$ cat config.mk
export PLATFORM = sky130hd
export DESIGN_NAME = srcs_front
export DESIGN_NICKNAME = d
export VERILOG_FILES = /design/src/sv/srcs_pkg.sv /design/src/sv/srcs_front.sv
export SDC_FILE = /design/constraint.sdc
export NUM_CORES = 1
export LEC_CHECK = 0
export ABC_CLOCK_PERIOD_IN_PS = 4870
export BUFFER_PORTS_ARGS = -buffer_cell sky130_fd_sc_hd__buf_2
export CAP_MARGIN = 20
export CELL_PAD_IN_SITES_DETAIL_PLACEMENT = 0
export CELL_PAD_IN_SITES_GLOBAL_PLACEMENT = 2
export CORE_MARGIN = 10
export CORE_UTILIZATION = 30
export CTS_CLUSTER_SIZE = 40
export DETAILED_ROUTE_END_ITERATION = 16
export HOLD_SLACK_MARGIN = 0.03
export PLACE_DENSITY_LB_ADDON = 0.1
export SYNTH_ARGS = -nofsm -noshare
export SYNTH_HDL_FRONTEND = slang
export SYNTH_SLANG_ARGS = --single-unit
$ cat constraint.sdc
create_clock -name clk -period 4.87 [get_ports clk]
set_clock_uncertainty 0.15 [all_clocks]
set_input_delay 0.7305 -clock clk [delete_from_list [all_inputs] [get_ports clk]]
set_output_delay 0.7305 -clock clk [all_outputs]
set_load 0.01 [all_outputs]
$ cat src/sv/srcs_pkg.sv
// srcs_pkg: shared types, constants and a decode function for the small core step block
// no dependencies
package srcs_pkg;

  localparam int MEM_BYTES_DEF = 4096;

  localparam logic [2:0] ST_OK     = 3'd0;
  localparam logic [2:0] ST_STOP   = 3'd1;
  localparam logic [2:0] ST_DECERR = 3'd2;
  localparam logic [2:0] ST_UNIMP  = 3'd3;
  localparam logic [2:0] ST_HALTED = 3'd4;

  localparam logic OP_WRITE = 1'b0;
  localparam logic OP_STEP  = 1'b1;

  typedef enum logic [4:0] {
    K_NONE, K_ADD, K_ADD3, K_BEQ, K_CMP, K_LD, K_LDR, K_LDB, K_MUL, K_MV, K_SLL,
    K_SLL3, K_SLLI, K_ST, K_STR, K_STB, K_UNIMP, K_BC, K_BC24, K_BL, K_BRA, K_JMP,
    K_TRAP, K_ADDI, K_LD24, K_LDI, K_LDI16, K_NOP, K_ERR
  } kind_t;

  typedef enum logic [3:0] {
    S_IDLE, S_F0, S_F1, S_F2, S_F3, S_F4, S_EXEC, S_MUL, S_MEM0, S_MEM1, S_MEM2, S_MEM3,
    S_DONE
  } state_t;

  typedef struct packed {
    logic [0:0]  operation;
    logic [11:0] address;
    logic [7:0]  data_byte;
  } in_word_t;

  typedef struct packed {
    logic [2:0]  status;
    logic [31:0] instr_pc;
    logic [15:0] instr_high;
    logic [15:0] instr_low;
    logic [31:0] next_pc;
    logic        reg_written;
    logic [3:0]  reg_index;
    logic [31:0] reg_value;
    logic        cond_bit;
    logic        trace_on;
    logic [3:0]  trap_code;
  } out_word_t;

  function automatic kind_t decode(input logic [15:0] h);
    kind_t k;
    k = K_ERR;
    case (h & 16'hf0f0)
      16'h00a0: k = K_ADD;
      16'h80a0: k = K_ADD3;
      16'hb000: k = K_BEQ;
      16'h0040: k = K_CMP;
      16'h20c0: k = K_LD;
      16'ha0c0: k = K_LDR;
      16'h2080: k = K_LDB;
      16'h1060: k = K_MUL;
      16'h1080: k = K_MV;
      16'h1040: k = K_SLL;
      16'h90c0: k = K_SLL3;
      16'h5040, 16'h5050: k = K_SLLI;
      16'h2040: k = K_ST;
      16'ha040: k = K_STR;
      16'h2000: k = K_STB;
      16'h00c0, 16'h80c0, 16'hb010, 16'h0050, 16'h9000, 16'h9010,
      16'h20e0, 16'ha080, 16'h20a0, 16'ha0a0, 16'h2090, 16'ha090,
      16'h20b0, 16'ha0b0, 16'h0030, 16'h00b0, 16'h00e0, 16'h80e0,
      16'h9020, 16'h9030, 16'h1020, 16'h90a0, 16'h5020, 16'h5030,
      16'h1000, 16'h9080, 16'h5000, 16'h5010, 16'h2060, 16'h2070,
      16'ha000, 16'h2020, 16'ha020, 16'h0020, 16'h00d0, 16'h80d0: k = K_UNIMP;
      default: begin
        case (h & 16'hff00)
          16'h7c00: k = K_BC;
          16'hfc00: k = K_BC24;
          16'h7e00: k = K_BL;
          16'h7f00: k = K_BRA;
          16'hfe00, 16'h7d00, 16'hfd00, 16'hff00: k = K_UNIMP;
          default: begin
            case (h & 16'hfff0)
              16'h1fc0: k = K_JMP;
              16'h10f0: k = K_TRAP;
              16'hb080, 16'hb0b0, 16'hb0d0, 16'hb0c0, 16'hb0a0,
              16'hb090, 16'h8040, 16'h8050, 16'h1ec0: k = K_UNIMP;
              default: begin
                if ((h & 16'hf000) == 16'h4000) k = K_ADDI;
                else if ((h & 16'hf000) == 16'he000) k = K_LD24;
                else if ((h & 16'hf000) == 16'h6000) k = K_LDI;
                else if ((h & 16'hf0ff) == 16'h90f0) k = K_LDI16;
                else if (h == 16'h7000) k = K_NOP;
                else if ((h & 16'hf0ff) == 16'hd0c0) k = K_UNIMP;
                else k = K_ERR;
              end
            endcase
          end
        endcase
      end
    endcase
    return k;
  endfunction

endpackage

$ cat src/sv/srcs_front.sv
// srcs_front: two-entry queue of accepted words
// depends on srcs_pkg
module srcs_front
  import srcs_pkg::*;
(
  input  logic     clk,
  input  logic     rst,
  input  logic     in_valid,
  output logic     in_ready,
  input  in_word_t in_data,
  output logic     q_valid,
  input  logic     q_take,
  output in_word_t q_data
);
  in_word_t   slot [2];
  logic       rd_ptr;
  logic       wr_ptr;
  logic [1:0] count;
  logic       push;
  logic       pop;

  assign in_ready = (count != 2'd2);
  assign push = in_valid && in_ready;
  assign q_valid = (count != 2'd0);
  assign pop = q_take && q_valid;
  assign q_data = slot[rd_ptr];

  always_ff @(posedge clk) begin
    if (push) slot[wr_ptr] <= in_data;
    if (rst) begin
      rd_ptr <= 1'b0;
      wr_ptr <= 1'b0;
      count <= 2'd0;
    end else begin
      if (push) wr_ptr <= ~wr_ptr;
      if (pop) rd_ptr <= ~rd_ptr;
      count <= count + {1'b0, push} - {1'b0, pop};
    end
  end
endmodule

-- Yosys cells after proc, flatten, opt, wreduce, memory -nomap -nowiden
Memory sizes are Yosys's and may differ from the RTL's. A register that Yosys moved wholly into a read port is not among the register bits.
Index checks and enable logic that the tools add are counted.
- register bits: 4
- memory bits (writable): 42
- input port bits: 25
- output and inout bits: 23
- logic and storage cells: 16
- memories: 1
- memory list (memory ; depth ; bits a word ; read ports ; clocked after Yosys merged registers in ; write ports ; RTL line ; text):
    slot ; 2 ; 21 ; 1 ; 1 ; 1 ; srcs_front.sv:15 ; in_word_t slot [2];
- add/sub/neg operators: 2
- equality and inequality tests: 1
- muxes and demuxes: 4
- bitwise operators: 2
- reduce and logical (&&, ||, !) cells: 3
- operator list (operator ; count):
    $mux W1 ; 4
    $add A2 B1 Y2 ; 1
    $logic_and A1 B1 Y1 ; 2
    $ne A2 B2 Y1 const B ; 1
    $not A1 Y1 ; 2
    $reduce_bool A2 Y1 ; 1
    $sub A2 B1 Y2 ; 1

-- Depth between registers and ports, before layout
Gate-level depths: netlist of run 1.
- depth in word-level cells: 4
- depth in mapped cells: 8
- gate-level depth less buffers: 8

-- Worst setup path before layout of run 1
No wires, ideal clock.
- path type: input to register
- from: input in_valid
- to: memory slot[0][0] in the netlist's numbering (enable)
- setup time: 0.399 ns
- data arrival time: 1.696 ns
- required time: 4.321 ns
- path slack: 2.625 ns
- stages on the path: 2
- path buffers: 0
- cells stage by stage: nand2_2 > nor2_1
- cells in the longest elaborated chain, start to end: 3
- ends and longest elaborated chain (item ; RTL line ; text):
    start: declaration ; srcs_front.sv:8 ; input logic in_valid,
    $logic_and A1 B1 Y1 ; srcs_front.sv:23 ; assign push = in_valid && in_ready;
    $mux W1 ; srcs_front.sv:29 ; if (push) slot[wr_ptr] <= in_data;
    $mux W1 (not written as such) ; srcs_front.sv:29 ;
    end: declaration ; srcs_front.sv:15 ;
Every way passes these cells.

==> results of run 1 <==
[kinds of logic after synthesis]
logic type	Yosys count	share of synthesized area
flops	47	0.7777
mux	22	0.1437
simple gates	11	0.03360
xor+xnor	3	0.01501
buf+inv	3	0.01072
fa+ha+maj	2	0.01429
compound gates	1	0.005004
[Yosys cell counts]
library cell  count
nor2_1            5
ha_1              2
inv_1             1
and3_1            1
xor2_1            1
nor2b_1           2
o21a_2            1
edfxtp_1         42
nand2b_2          1
nand2_2           1
dfxtp_1           5
buf_4             2
xnor2_1           2
mux2_1           21
mux2_4            1
or2_1             1
[final timing paths]
check | cells after the start | end | slack, ns | startpoint
min reg2reg | 2 | flop | 0.37 | rd_ptr
max reg2reg | 2 | slot[1][16] | 2.96 | count[0]
max | 2 | q_data[5] | 2.16 | flop
min | 2 | flop | 0.37 | rd_ptr
[stage by stage]
step / cell area (um^2) / power [mW]
floorplan: 1750 / 0.7087
finish: 2215 / 1.128
global placement: 2063 / 0.8103
CTS: 2215 / 1.155
global route: 2215 / 1.200
detailed placement: 2078 / 0.8200
[power breakdown]
part           internal [mW]  switching, mW
combinational          0.123          0.126
clock                  0.205          0.126
sequential             0.508         0.0405
total                  0.836          0.292
[layout make-up]
| type | count | area share |
|---|---|---|
| Inverter | 1 | 0.001695 |
| Tap cell | 72 | 0.04068 |
| Clock inverter | 3 | 0.03051 |
| Timing Repair Buffer | 48 | 0.1130 |
| Multi-Input combinational cell | 39 | 0.1684 |
| Clock buffer | 5 | 0.03107 |
| Sequential cell | 47 | 0.6147 |
[worst max-delay path, stage by stage (launching register included)]
cell     delay, ns
dfxtp_1       0.97
mux2_1        0.41
buf_2         0.15
[flip-flops by register name, summed over array words and instances, names as in the netlist, named ones only]
name and cells:
slot 42, count 2, rd_ptr 1, wr_ptr 1
[layer usage]
metal / global-route usage / up-vias / part of all wire
li1: - / 440 / -
met1: 0.07220 / 428 / 0.37
met2: 0.1334 / 27 / 0.54
met3: 0.03392 / 3 / 0.086
met4: 0.02906 / 0 / 0.0024
met5: 0 / - / 0
==> flow_summary.toml, run 1 <==
[status]
status = "finished, final reports clean"

[clock_network]
htree_levels = 2
cts.clk_slew.worst_paths_ns = 0.09
cts_setup_buffers = 0
cts_resized = 0
cts_buffer_depth = 2
cts_inserted_buffers = 5
cts_hold_buf = 0
clk-insertion-delay-late_ns = 0.29
cts_num_sinks = 47
root_buffer = "clkbuf_8"
cts_tree = "built"

[timing]
drv_slew = 0
layout_setup_ws_ns = 2.159
hold_viol = 0
fin_tns_setup_ns = 0
fmax_ghz = 0.3689
period_minus_slack_ns = 2.711
fin_hold_ws_ns = 0.3709
fin_crit_sh = 0.5566
rsz0062_at_grt = "no"
worstMarginPinSlew_ns = 1.021
relSlewSlack = 0.3196
finalSetupViolCount = 0

[finish]
final_common_cell = "buf_2"
nets = 169
synthToLayoutAreaGrowth_pct = 26.52
drive_above_1_share = 0.4266
antenna_cells = 0
final-seq-area_um2 = 1361
final_util = 0.3973
layout.cells.most_common_list = "buf_2 (47), edfxtp_1 (42), mux2_1 (21), dfxtp_1 (5), clkbuf_8 (5)"
multi_input_area_um2 = 372.9
fin_cells = 215
fill_cells = 540

[placed_design]
place_inst = 207
gp_congestion = 0.6841
dp_slack_ns = 2.382
hpwlAfterDp_um = 2409
io_buffers = 47

[synthesis]
synth_area_um2 = 1750
synth_seq_cells = 47
synth.area.top_cells = "edfxtp_1 (72%), mux2_1 (14%), dfxtp_1 (5.7%)"
yosysTopAreaCell = "edfxtp_1"
synth_top_area_frac = 0.7205
yosysSeqAreaShare = 0.7777
syn_inst = 89
synth_cell_types = 16
syn_nets = 116
synth_warnings = 0
syn_area_per_cell_um2 = 19.67

[critical_path]
criticalPathCategory = "reg2out"
path_max_fanout = 21
end_kind = "output port"
critPathArrivalTime_ns = 1.83
start_kind = "flop"
required_ns = 3.99

[drt]
via_per_inst = 4.177
drtIter0Drc = 28
wl_um = 3302
drc = 0
drtPass1Iterations = 3
drt-wirelength-per-cell_um = 15.36
final_antenna_net_count = 0
vias = 898

[global_routing]
grt_usage = 0.07395
antenna_found_initial = 0
first_global_vias = 1071
overflow = 0
grt_max_degree = 22
grt_pass1_wl_um = 5078

[power_and_ir_drop]
power.density_nw_per_um2 = 509.4
ir_worst_vdd_v = 0.0001578
leakage_nw = 0.8465

[floorplan]
die_w_um = 96.39
rows = 27
start_util = 0.3140
fp.dieArea_um2 = 9290
die_h_um = 96.39
core-area_um2 = 5574
pin_count = 48

[hold_path]
min_path_type = "reg2reg"

[flow_run]
drv_cap = 0
No activity file was read; power rests on OpenSTA's default activity.
==> run 2: changes to the inputs <==
ABC_AREA = 1   (was default)
ABC_CLOCK_PERIOD_IN_PS = 2700   (was 4870)
clock period = 2.7 ns   (was 4.87 ns; I/O delays follow)
==> run 2 against run 1 <==
Net effect: global-route usage is 0.53 points lower; sequential power is 79% higher; sequential cell count stayed put; synthesized cell count is 15% higher; power is 83% higher; clock power is 54% higher; worst setup slack worse by 1.7 ns; utilization is 0.95 points lower; hold slack worse by 0.24 ns; largest power group unchanged.
==> flow_summary.toml, run 2 <==
[timing]
hold_viol = 0
period_minus_slack_ns = 2.214
drv_slew = 0
layout_setup_ws_ns = 0.4859
relSlewSlack = 0.6390
finalSetupViolCount = 0
worstMarginPinSlew_ns = 0.5407
fmax_ghz = 0.4516
fin_tns_setup_ns = 0
rsz0062_at_grt = "no"
fin_crit_sh = 0.8200

[critical_path]
path_max_fanout = 14
end_kind = "output port"
criticalPathCategory = "reg2out"
critPathArrivalTime_ns = 1.66
required_ns = 2.14
start_kind = "flop"

[clock_network]
clk-insertion-delay-late_ns = 0.29
root_buffer = "clkbuf_8"
htree_levels = 2
cts_tree = "built"
cts_num_sinks = 47
cts.clk_slew.worst_paths_ns = 0.08
cts_hold_buf = 0
cts_buffer_depth = 2
cts_inserted_buffers = 5
cts_resized = 0
cts_setup_buffers = 0

[drt]
drt-wirelength-per-cell_um = 14.49
drtIter0Drc = 20
vias = 960
wl_um = 3377
final_antenna_net_count = 0
drtPass1Iterations = 3
via_per_inst = 4.120
drc = 0

[global_routing]
grt_max_degree = 22
met2_usage = 0.1175
first_global_vias = 991
grt_usage = 0.06869
grt_pass1_wl_um = 5140
busiest_layer = "met2"
use_met1 = 0.06842
grt_util_met3 = 0.03524
antenna_found_initial = 0
overflow = 0

[finish]
layout.cells.most_common_list = "buf_2 (47), edfxtp_1 (42), mux2_4 (20)"
synthToLayoutAreaGrowth_pct = 24.83
largest_reg_flops = 42
final_common_cell = "buf_2"
final_util = 0.3878
postLayoutCellArea_um2 = 2296
largest-register = "slot"
nets = 184
drive_above_1_share = 0.5063
fin_cells = 233
top_regs = "slot (42), count (2)"
antenna_cells = 0

[synthesis]
yosys-top-cells-count = "edfxtp_1 (42), mux2_4 (20), nor2_1 (9), inv_1 (8), nand2_1 (8)"
synth-edff-count = 42
synth_warnings = 0
syn_nets = 129
synthArstFlopShare = 0
syn_area_per_cell_um2 = 18.03
synth_top_area_frac = 0.6857
synth_top_flop_cell = "edfxtp_1"
yosysSeqAreaShare = 0.7401
synth_seq_cells = 47
yosysTopAreaCell = "edfxtp_1"
synth_area_um2 = 1839
synth_cell_types = 11
synth.area.top_cells = "edfxtp_1 (69%), mux2_4 (16%), dfxtp_1 (5.4%)"
syn_inst = 102
yosysMostFrequentCell = "edfxtp_1"

[power_and_ir_drop]
leakage_nw = 0.9444
ir_worst_vdd_v = 0.0003237
power.density_nw_per_um2 = 901.1

[placed_design]
io_buffers = 47
dp_slack_ns = 0.7747
place_inst = 225
hpwlAfterDp_um = 2480
gp_congestion = 0.6594
dpl_cell_area_um2 = 2183

[floorplan]
start_util = 0.3107
rows = 28
fp.dieArea_um2 = 9663
pin_count = 48
core-area_um2 = 5921
die_h_um = 98.30
die_w_um = 98.30

[status]
status = "finished, final reports clean"

[hold_path]
min_path_type = "in2reg"

[flow_run]
drv_cap = 0
-- run 2: cell type report --
class,instances,area (um^2)
clock buffer,5,68.82
clock inverter,3,43.79
fill,581,3625
inverter,8,30.03
multi-input combinational,45,427.9
sequential,47,1361
tap,75,93.84
timing repair buffer,50,270.3
-- run 2: cells by family (layout without fill, tap and decap cells) --
family,count (synthesis),in the layout,share of synthesized area
multiplexers,21,21,0.1694
AND/OR/NAND/NOR,20,20,0.04285
flip-flops,47,47,0.7401
adder cells (fa/ha/maj),2,2,0.01360
buffers and inverters,10,66,0.02857
AO/OA/AOI/OAI,2,2,0.005442
-- run 2: worst paths after layout --
path                                from         end  slack [ns]  depth (start not counted)
worst max-delay path                flop  q_data[18]        0.49                          3
worst min-delay path                 rst    count[0]        0.13                          2
worst max register to register  count[0]    count[1]        1.02                         10
worst min register to register    rd_ptr        flop        0.37                          2
-- run 2: metal layers --
metal | part of all wire | vias up
met1 | 0.40 | 447
li1 | - | 478
met2 | 0.52 | 32
met5 | 0 | -
met3 | 0.077 | 3
met4 | 0.0092 | 0
-- run 2: power breakdown --
part	internal, mW	switching, mW
Sequential	0.923	0.0570
Combinational	0.297	0.285
Clock	0.276	0.231
-- run 2: critical path, stage by stage, from the launching register on --
cell and delay [ns]:
dfxtp_1 0.67, buf_12 0.24, mux2_4 0.31, buf_2 0.14
-- run 2: metrics by stage --
step	total power, mW	hold slack [ns]
2_1_floorplan	1.385	0.3175
3_3_place_gp	1.594	0.3384
3_5_place_dp	1.602	0.3438
4_1_cts	2.106	0.1179
5_1_grt	2.197	0.1143
6_report	2.069	0.1260
